--- src/rtl/prq_pkg.sv ---
package prq_pkg;

  localparam int unsigned NumPortsDef = 16;
  localparam int unsigned TrafficW    = 32;
  localparam int unsigned MetricW     = 8;
  localparam int unsigned QbitsW      = 4;
  localparam int unsigned KeepW       = 16;
  localparam int unsigned CfgIdxW     = 2;

  localparam logic [QbitsW-1:0] QbitsMin = 4'd1;
  localparam logic [QbitsW-1:0] QbitsMax = 4'd8;

  localparam logic [CfgIdxW-1:0] CfgQbits     = 2'd0;
  localparam logic [CfgIdxW-1:0] CfgCeScale   = 2'd1;
  localparam logic [CfgIdxW-1:0] CfgDecayKeep = 2'd2;

  localparam logic [QbitsW-1:0]   QbitsRst     = 4'd3;
  localparam logic [TrafficW-1:0] CeScaleRst   = 32'd4295;
  localparam logic [KeepW-1:0]    DecayKeepRst = 16'd52429;

  typedef struct packed {
    logic rd_port;
    logic add_wr;
    logic mul;
    logic walk_clr;
    logic tick_wr;
    logic idle_clr;
    logic out_pkt;
    logic out_fin;
  } cmd_t;

  typedef struct packed {
    logic mode;
    logic port_ok;
    logic walk_last;
  } sts_t;

endpackage

--- src/rtl/port_rate_estimator_quantizer_core.sv ---
// Channel | Direction | Handshake            | Payload
// in      | input     | in_valid_i/in_stall_o  | mode, port, payload_bytes, header_bytes
// out     | output    | out_valid_o/out_stall_i | traffic, metric, all_idle
// cfg     | input     | cfg_we_i             | cfg_idx_i, cfg_wdata_i
//
// A packet request passes through these steps before the next one can be accepted:
// port memory read, saturating add and write-back, metric multiply, quantize.
// A decay tick walks one port per cycle.
// Reset clears the valid bits of the port memory at once, so every port reads zero.
// The input is stalled until the controller is idle again. A finished result waits while
// the output register holds an unaccepted one.
module port_rate_estimator_quantizer_core
  import prq_pkg::*;
#(
  parameter int unsigned NUM_PORTS = NumPortsDef
) (
  input  logic                clk_i,
  input  logic                rst_ni,
  input  logic                cfg_we_i,
  input  logic [CfgIdxW-1:0]  cfg_idx_i,
  input  logic [TrafficW-1:0] cfg_wdata_i,
  input  logic                in_valid_i,
  output logic                in_stall_o,
  input  logic                in_mode_i,
  input  logic [3:0]          in_port_i,
  input  logic [15:0]         in_payload_bytes_i,
  input  logic [5:0]          in_header_bytes_i,
  output logic                out_valid_o,
  input  logic                out_stall_i,
  output logic [TrafficW-1:0] out_traffic_o,
  output logic [MetricW-1:0]  out_metric_o,
  output logic                out_all_idle_o
);

  cmd_t cmd;
  sts_t sts;

  prq_ctrl u_ctrl (
    .clk_i       (clk_i),
    .rst_ni      (rst_ni),
    .in_valid_i  (in_valid_i),
    .in_stall_o  (in_stall_o),
    .out_valid_o (out_valid_o),
    .out_stall_i (out_stall_i),
    .sts_i       (sts),
    .cmd_o       (cmd)
  );

  prq_datapath #(
    .NUM_PORTS (NUM_PORTS)
  ) u_datapath (
    .clk_i              (clk_i),
    .rst_ni             (rst_ni),
    .cfg_we_i           (cfg_we_i),
    .cfg_idx_i          (cfg_idx_i),
    .cfg_wdata_i        (cfg_wdata_i),
    .in_mode_i          (in_mode_i),
    .in_port_i          (in_port_i),
    .in_payload_bytes_i (in_payload_bytes_i),
    .in_header_bytes_i  (in_header_bytes_i),
    .cmd_i              (cmd),
    .sts_o              (sts),
    .out_traffic_o      (out_traffic_o),
    .out_metric_o       (out_metric_o),
    .out_all_idle_o     (out_all_idle_o)
  );

endmodule

--- src/rtl/prq_ctrl.sv ---
module prq_ctrl
  import prq_pkg::*;
(
  input  logic clk_i,
  input  logic rst_ni,
  input  logic in_valid_i,
  output logic in_stall_o,
  output logic out_valid_o,
  input  logic out_stall_i,
  input  sts_t sts_i,
  output cmd_t cmd_o
);

  typedef enum logic [5:0] {
    S_IDLE = 6'b000001,
    S_ADD  = 6'b000010,
    S_MUL  = 6'b000100,
    S_QNT  = 6'b001000,
    S_TICK = 6'b010000,
    S_FIN  = 6'b100000
  } state_e;

  state_e state_q, state_d;
  logic   out_valid_q, out_valid_d;
  logic   accept;
  logic   out_free;

  assign accept   = in_valid_i && (state_q == S_IDLE);
  assign out_free = !out_valid_q || !out_stall_i;

  always_comb begin
    state_d = state_q;
    cmd_o   = '0;
    unique case (state_q)
      S_IDLE: begin
        if (in_valid_i) begin
          if (sts_i.mode) begin
            cmd_o.walk_clr = 1'b1;
            state_d        = S_TICK;
          end else if (sts_i.port_ok) begin
            cmd_o.rd_port = 1'b1;
            state_d       = S_ADD;
          end else begin
            cmd_o.idle_clr = 1'b1;
            state_d        = S_FIN;
          end
        end
      end
      S_ADD: begin
        cmd_o.add_wr = 1'b1;
        state_d      = S_MUL;
      end
      S_MUL: begin
        cmd_o.mul = 1'b1;
        state_d   = S_QNT;
      end
      S_QNT: begin
        if (out_free) begin
          cmd_o.out_pkt = 1'b1;
          state_d       = S_IDLE;
        end
      end
      S_TICK: begin
        cmd_o.tick_wr = 1'b1;
        if (sts_i.walk_last) begin
          state_d = S_FIN;
        end
      end
      S_FIN: begin
        if (out_free) begin
          cmd_o.out_fin = 1'b1;
          state_d       = S_IDLE;
        end
      end
      default: begin
        state_d = S_IDLE;
      end
    endcase
  end

  always_comb begin
    out_valid_d = out_valid_q;
    if (cmd_o.out_pkt || cmd_o.out_fin) begin
      out_valid_d = 1'b1;
    end else if (!out_stall_i) begin
      out_valid_d = 1'b0;
    end
  end

  always_ff @(posedge clk_i or negedge rst_ni) begin
    if (!rst_ni) begin
      state_q     <= S_IDLE;
      out_valid_q <= 1'b0;
    end else begin
      state_q     <= state_d;
      out_valid_q <= out_valid_d;
    end
  end

  assign in_stall_o  = (state_q != S_IDLE);
  assign out_valid_o = out_valid_q;

  a_load_free : assert property (@(posedge clk_i) disable iff (!rst_ni)
    (cmd_o.out_pkt || cmd_o.out_fin) |-> out_free)
    else $error("result loaded over a waiting result");

  a_rise_src : assert property (@(posedge clk_i) disable iff (!rst_ni)
    $rose(out_valid_q) |-> $past(state_q == S_QNT || state_q == S_FIN))
    else $error("result appeared without a finishing step");

  a_walk_end : assert property (@(posedge clk_i) disable iff (!rst_ni)
    (state_q == S_TICK && sts_i.walk_last) |=> (state_q == S_FIN))
    else $error("decay walk did not finish after the last port");

  a_pkt_path : assert property (@(posedge clk_i) disable iff (!rst_ni)
    (accept && !sts_i.mode && sts_i.port_ok) |=> (state_q == S_ADD))
    else $error("valid packet did not start its update");

endmodule

--- src/rtl/prq_datapath.sv ---
module prq_datapath
  import prq_pkg::*;
#(
  parameter int unsigned NUM_PORTS = NumPortsDef
) (
  input  logic                clk_i,
  input  logic                rst_ni,
  input  logic                cfg_we_i,
  input  logic [CfgIdxW-1:0]  cfg_idx_i,
  input  logic [TrafficW-1:0] cfg_wdata_i,
  input  logic                in_mode_i,
  input  logic [3:0]          in_port_i,
  input  logic [15:0]         in_payload_bytes_i,
  input  logic [5:0]          in_header_bytes_i,
  input  cmd_t                cmd_i,
  output sts_t                sts_o,
  output logic [TrafficW-1:0] out_traffic_o,
  output logic [MetricW-1:0]  out_metric_o,
  output logic                out_all_idle_o
);

  localparam int unsigned IdxW = (NUM_PORTS > 1) ? $clog2(NUM_PORTS) : 1;
  localparam logic [IdxW-1:0] LastIdx = IdxW'(NUM_PORTS - 1);

  logic [QbitsW-1:0]   qbits_q;
  logic [TrafficW-1:0] ce_scale_q;
  logic [KeepW-1:0]    decay_keep_q;

  logic [TrafficW-1:0] mem_q [NUM_PORTS];
  logic [NUM_PORTS-1:0] vld_q;
  logic [TrafficW-1:0] rd_q;
  logic                rd_vld_q;
  logic [TrafficW-1:0] rd_eff;

  logic [IdxW-1:0]     port_q;
  logic [15:0]         payload_q;
  logic [5:0]          header_q;
  logic [IdxW-1:0]     walk_q;
  logic                idle_q;
  logic [TrafficW-1:0] t_q;
  logic [2*TrafficW-1:0] prod_q;
  logic [TrafficW-1:0] out_traffic_q;
  logic [MetricW-1:0]  out_metric_q;
  logic                out_all_idle_q;

  logic [31:0]         port_ext;
  logic [IdxW-1:0]     port_idx;
  logic [IdxW-1:0]     rd_addr;
  logic                rd_en;
  logic                wr_en;
  logic [IdxW-1:0]     wr_addr;
  logic [TrafficW-1:0] wr_data;
  logic [TrafficW:0]   sum;
  logic [TrafficW-1:0] sat;
  logic [TrafficW+KeepW-1:0] decay_prod;
  logic [TrafficW-1:0] decayed;
  logic [QbitsW-1:0]   q_eff;
  logic [5:0]          shamt;
  logic [2*TrafficW-1:0] lvl;
  logic [2*TrafficW-1:0] top;
  logic [MetricW-1:0]  metric;

  always_ff @(posedge clk_i or negedge rst_ni) begin
    if (!rst_ni) begin
      qbits_q      <= QbitsRst;
      ce_scale_q   <= CeScaleRst;
      decay_keep_q <= DecayKeepRst;
    end else if (cfg_we_i) begin
      unique case (cfg_idx_i)
        CfgQbits:     qbits_q      <= cfg_wdata_i[QbitsW-1:0];
        CfgCeScale:   ce_scale_q   <= cfg_wdata_i;
        CfgDecayKeep: decay_keep_q <= cfg_wdata_i[KeepW-1:0];
        default: begin
        end
      endcase
    end
  end

  assign port_ext      = 32'(in_port_i);
  assign port_idx      = port_ext[IdxW-1:0];
  assign sts_o.mode    = in_mode_i;
  assign sts_o.port_ok = (port_ext < 32'(NUM_PORTS));
  assign sts_o.walk_last = (walk_q == LastIdx);

  assign rd_en   = cmd_i.rd_port || cmd_i.walk_clr || cmd_i.tick_wr;
  assign rd_addr = cmd_i.rd_port  ? port_idx :
                   cmd_i.walk_clr ? '0 : IdxW'(walk_q + 1'b1);
  assign rd_eff  = rd_vld_q ? rd_q : '0;

  assign sum        = {1'b0, rd_eff} + (TrafficW+1)'(payload_q) + (TrafficW+1)'(header_q);
  assign sat        = sum[TrafficW] ? '1 : sum[TrafficW-1:0];
  assign decay_prod = rd_eff * decay_keep_q;
  assign decayed    = decay_prod[TrafficW+KeepW-1:KeepW];

  assign wr_en   = cmd_i.add_wr || cmd_i.tick_wr;
  assign wr_addr = cmd_i.add_wr ? port_q : walk_q;
  assign wr_data = cmd_i.add_wr ? sat : decayed;

  always_ff @(posedge clk_i) begin
    if (wr_en) begin
      mem_q[wr_addr] <= wr_data;
    end
    if (rd_en) begin
      rd_q <= mem_q[rd_addr];
    end
  end

  always_ff @(posedge clk_i or negedge rst_ni) begin
    if (!rst_ni) begin
      vld_q    <= '0;
      rd_vld_q <= 1'b0;
    end else begin
      if (wr_en) begin
        vld_q[wr_addr] <= 1'b1;
      end
      if (rd_en) begin
        rd_vld_q <= vld_q[rd_addr];
      end
    end
  end

  always_ff @(posedge clk_i) begin
    if (cmd_i.rd_port) begin
      port_q    <= port_idx;
      payload_q <= in_payload_bytes_i;
      header_q  <= in_header_bytes_i;
    end
    if (cmd_i.add_wr) begin
      t_q <= sat;
    end
    if (cmd_i.mul) begin
      prod_q <= t_q * ce_scale_q;
    end
  end

  always_ff @(posedge clk_i or negedge rst_ni) begin
    if (!rst_ni) begin
      walk_q <= '0;
      idle_q <= 1'b0;
    end else begin
      if (cmd_i.walk_clr) begin
        walk_q <= '0;
        idle_q <= 1'b1;
      end else if (cmd_i.tick_wr) begin
        walk_q <= IdxW'(walk_q + 1'b1);
        if (decayed != '0) begin
          idle_q <= 1'b0;
        end
      end else if (cmd_i.idle_clr) begin
        idle_q <= 1'b0;
      end
    end
  end

  always_comb begin
    q_eff = qbits_q;
    if (qbits_q < QbitsMin) begin
      q_eff = QbitsMin;
    end else if (qbits_q > QbitsMax) begin
      q_eff = QbitsMax;
    end
  end

  assign shamt  = 6'd32 - 6'(q_eff);
  assign lvl    = prod_q >> shamt;
  assign top    = ((2*TrafficW)'(1) << q_eff) - (2*TrafficW)'(1);
  assign metric = (lvl > top) ? top[MetricW-1:0] : lvl[MetricW-1:0];

  always_ff @(posedge clk_i) begin
    if (cmd_i.out_pkt) begin
      out_traffic_q  <= t_q;
      out_metric_q   <= metric;
      out_all_idle_q <= 1'b0;
    end else if (cmd_i.out_fin) begin
      out_traffic_q  <= '0;
      out_metric_q   <= '0;
      out_all_idle_q <= idle_q;
    end
  end

  assign out_traffic_o  = out_traffic_q;
  assign out_metric_o   = out_metric_q;
  assign out_all_idle_o = out_all_idle_q;

endmodule

--- config.mk ---
export PLATFORM = sky130hd
export DESIGN_NAME = port_rate_estimator_quantizer_core
export DESIGN_NICKNAME = d
export VERILOG_FILES = /design/src/rtl/prq_pkg.sv /design/src/rtl/port_rate_estimator_quantizer_core.sv /design/src/rtl/prq_ctrl.sv /design/src/rtl/prq_datapath.sv
export SDC_FILE = /design/constraint.sdc
export NUM_CORES = 2
export LEC_CHECK = 0
export BUFFER_PORTS_ARGS = -buffer_cell sky130_fd_sc_hd__buf_2
export CORE_ASPECT_RATIO = 0.7
export CORE_MARGIN = 2
export CORE_UTILIZATION = 40
export DETAILED_ROUTE_END_ITERATION = 10
export GPL_ROUTABILITY_DRIVEN = 1
export SYNTH_ARGS = -nofsm -noshare
export SYNTH_HDL_FRONTEND = slang
export SYNTH_SLANG_ARGS = --single-unit
--- constraint.sdc ---
create_clock -name clk_i -period 24.5 [get_ports clk_i]
set_input_delay 2.45 -clock clk_i [delete_from_list [all_inputs] [get_ports clk_i]]
set_output_delay 2.45 -clock clk_i [all_outputs]
set_load 0.03 [all_outputs]
==> results.sh <==
export IMPL_skew_ns=0.0528
export IMPL_maxSlewViolCount=0
export IMPL_grt_overflow=0
export IMPL_placedCellCount=10900
export IMPL_multi_input_area_um2=54400
export IMPL_cts_buffers=82
export IMPL_seqCellArea_um2=23000
export IMPL_start_util=0.402
export IMPL_synth_area_um2=84800
export IMPL_r2r_start="u_datapath.rd_vld_q"
export IMPL_met2_length_um=104000
export IMPL_cts_tree="yes"
export IMPL_period_share=0.412
export IMPL_synth_edf_count=698
export IMPL_ant_nets=0
export IMPL_path_max_fanout=117
export IMPL_antenna_found_initial=16
export IMPL_fin_nets=10100
export IMPL_crit_start="u_datapath.rd_vld_q"
export IMPL_cp_top_family="adder cells"
export IMPL_final_cells=11100
export IMPL_min_path_cells=1
export IMPL_wl_per_cell_um=22.4
export IMPL_path_depth=23
export IMPL_drc_errors=0
export IMPL_clk_pin_slew_worst_paths_ns=0.07
export IMPL_synth_common_cells="nand2_1 (1,517), inv_1 (1,502), fa_1 (1,320)"
export IMPL_post_cts_buffers=0
export IMPL_holdBufCountCts=0
export IMPL_die_area_um2=216000
export IMPL_synth_cell_types=98
export IMPL_synthCells=8423
export IMPL_synth_top_area_share=0.312
export IMPL_status="finished clean"
export IMPL_avgSynthCellArea_um2=10.1
export IMPL_clk_insertion_delay_late_ns=0.72
export IMPL_die_w_um=554
export IMPL_cts_resized=0
export IMPL_place_congestion=0.960
export IMPL_drt_iter0_markers=5788
export IMPL_reg2reg_depth=23
export IMPL_synth_seq_cells=780
export IMPL_fillCellCount=20000
export IMPL_drive_gt1_frac=0.0636
export IMPL_drt_total_wl_um=249000
export IMPL_critPathMaxStageDelay_ns=0.87
export IMPL_setup_viol=0
export IMPL_cts_buffer_depth=3
export IMPL_fp_dieH_um=389
export IMPL_crit_required_ns=24.86
export IMPL_yosysTopAreaCell="fa_1"
export IMPL_vias=60500
export IMPL_hold_viol_final=0
export IMPL_htree_levels=3
export IMPL_layout_min_cycle_time_ns=10.09
export IMPL_slowest_stage="o21bai_1"
export IMPL_slew_headroom=0.0862
export IMPL_hp_class="register to register"
export IMPL_synthFlopType="edfxtp_1"
export IMPL_critPathLaunchType="register"
export IMPL_dr_pass1_iters=6
export IMPL_cap_violations=0
export IMPL_max_freq_ghz=0.0991
export IMPL_grt_first_pass_wirelength_um=384000
export IMPL_ys_seq_area_frac=0.271
export IMPL_cpMostUsedCell="fa_1"
export IMPL_cts_sinks=780
export IMPL_grt_max_degree=185
export IMPL_core_area_um2=211000
export IMPL_drt_met1_wl_um=116000
export IMPL_grt_usage=0.233
export IMPL_hold_path_startpoint="u_datapath.vld_q[6]"
export IMPL_hpwl_um=181000
export IMPL_setup_tns_ns=0
export IMPL_synth_area_leaders="fa_1 (31%), edfxtp_1 (25%), ha_1 (7.1%)"
export IMPL_crit_arrival_ns=10.45
export IMPL_worst_pin_slew_ns=1.36
export IMPL_path_buf_inv=5
export IMPL_rows=141
export IMPL_grt_pass1_vias=62100
export IMPL_grt_setup_unrepaired="false"
export IMPL_synthArstFlopShare=0.104
export IMPL_cts_root_buf="clkbuf_16"
export IMPL_dr_wl_met3_um=23800
export IMPL_synthMostInstantiatedCell="nand2_1"
export IMPL_viasPerCell=5.46
export IMPL_topRoutingLayerUsed="met4"
export IMPL_area_delta_synth_final_pct=6.81
export IMPL_end_kind="register"
export IMPL_critical_path_cell_chain="buf_4 -> buf_4 -> and2_1 -> nand2_1 -> fa_1 -> fa_1 -> fa_1 -> inv_1 -> fa_1 -> fa_1 -> inv_1 -> fa_1 -> inv_1 -> ha_1 -> nand2_1 -> nor4_1 -> nor3_1 -> a21oi_1 -> a21oi_1 -> nor3_1 -> nor3_1 -> xor2_1 -> o21bai_1"
export IMPL_yosysWarnings=0
export IMPL_io_buffers=108
export IMPL_io_pins=109
export IMPL_crit_type="register to register"
## state kept, by name, summed over array words and instances (netlist names), 16 cells and up
| register | flops |
|---|---|
| u_datapath.rd_q | 32 |
| u_datapath.mem_q | 512 |
| u_datapath.ce_scale_q | 32 |
| u_datapath.vld_q | 16 |
| u_datapath.prod_q | 56 |
| u_datapath.payload_q | 16 |
| u_datapath.decay_keep_q | 16 |
| u_datapath.t_q | 32 |
| u_datapath.out_traffic_o | 32 |
## layout make-up
cell class / instances / area share
antenna: 1 / 0.0000276
clock buffer: 103 / 0.0235
clock inverter: 50 / 0.00508
inverter: 1504 / 0.0623
multi-input combinational: 5637 / 0.600
sequential: 780 / 0.254
tap: 2788 / 0.0385
timing repair buffer: 227 / 0.0160
## cell families after synthesis
kind of cell / share of synthesized area
buf+inv: 0.0902
compound gates: 0.0724
xor+xnor: 0.0119
simple gates: 0.141
fa+ha+maj: 0.382
mux: 0.0309
flops: 0.271
other cells: 0.0000885
## worst register-to-register path, stage by stage, from the launching register on
cell and delay, ns:
dfrtp_4 0.53, buf_4 0.65, buf_4 0.87, and2_1 0.67
nand2_1 0.19, fa_1 0.55, fa_1 0.55, fa_1 0.52
inv_1 0.05, fa_1 0.55, fa_1 0.57, inv_1 0.07
fa_1 0.49, inv_1 0.05, ha_1 0.50, nand2_1 0.16
nor4_1 0.58, nor3_1 0.10, a21oi_1 0.34, a21oi_1 0.22
nor3_1 0.36, nor3_1 0.11, xor2_1 0.18, o21bai_1 0.87
## cell usage in the layout (no fill, tap or decap), types with 97 or more instances in the layout
master    netlist  layout
ha_1          479     478
buf_4           4     119
inv_1        1502    1502
a21oi_1       222     219
a21o_1         97      97
buf_2          53     107
mux2i_1       163     163
and2_1        412     412
edfxtp_1      698     698
fa_1         1320    1320
nor2_1        144     127
nand2_1      1517    1516
and3_1        223     223
a211oi_1      182     182
## per-layer routing
| metal | track usage | vias up |
|---|---|---|
| met3 | 0.0499 | 291 |
| met1 | 0.358 | 31300 |
| met5 | 0 | - |
| met4 | 0.0462 | 0 |
| met2 | 0.335 | 2445 |
| li1 | - | 26500 |
## metrics by stage
| stage | utilization | setup WS [ns] | hold WS, ns | area (µm²) |
|---|---|---|---|---|
| floorplan | - | 16.60 | 0.430 | 84900 |
| global placement | 0.417 | 14.87 | 0.447 | 88000 |
| detailed placement | 0.417 | 14.64 | 0.447 | 88000 |
| CTS | 0.430 | 14.57 | 0.464 | 90600 |
| global route | 0.430 | 13.87 | 0.477 | 90600 |
| finish | 0.430 | 14.41 | 0.464 | 90600 |
## path summary, 6_finish.rpt
path	slack, ns	end
worst max-delay path	14.41	u_datapath.mem_q[10][27]
worst min-delay path	0.46	u_datapath.vld_q[6]
worst max register to register	14.41	u_datapath.mem_q[10][27]
worst min register to register	0.46	u_datapath.vld_q[6]
max in group asynchronous	21.34	u_datapath.rd_vld_q
min in group asynchronous	1.73	u_datapath.ce_scale_q[27]
Power is left out: the tool's default activity adds up to more than one toggle a clock period on the data nets, which glitch-free logic cannot reach.
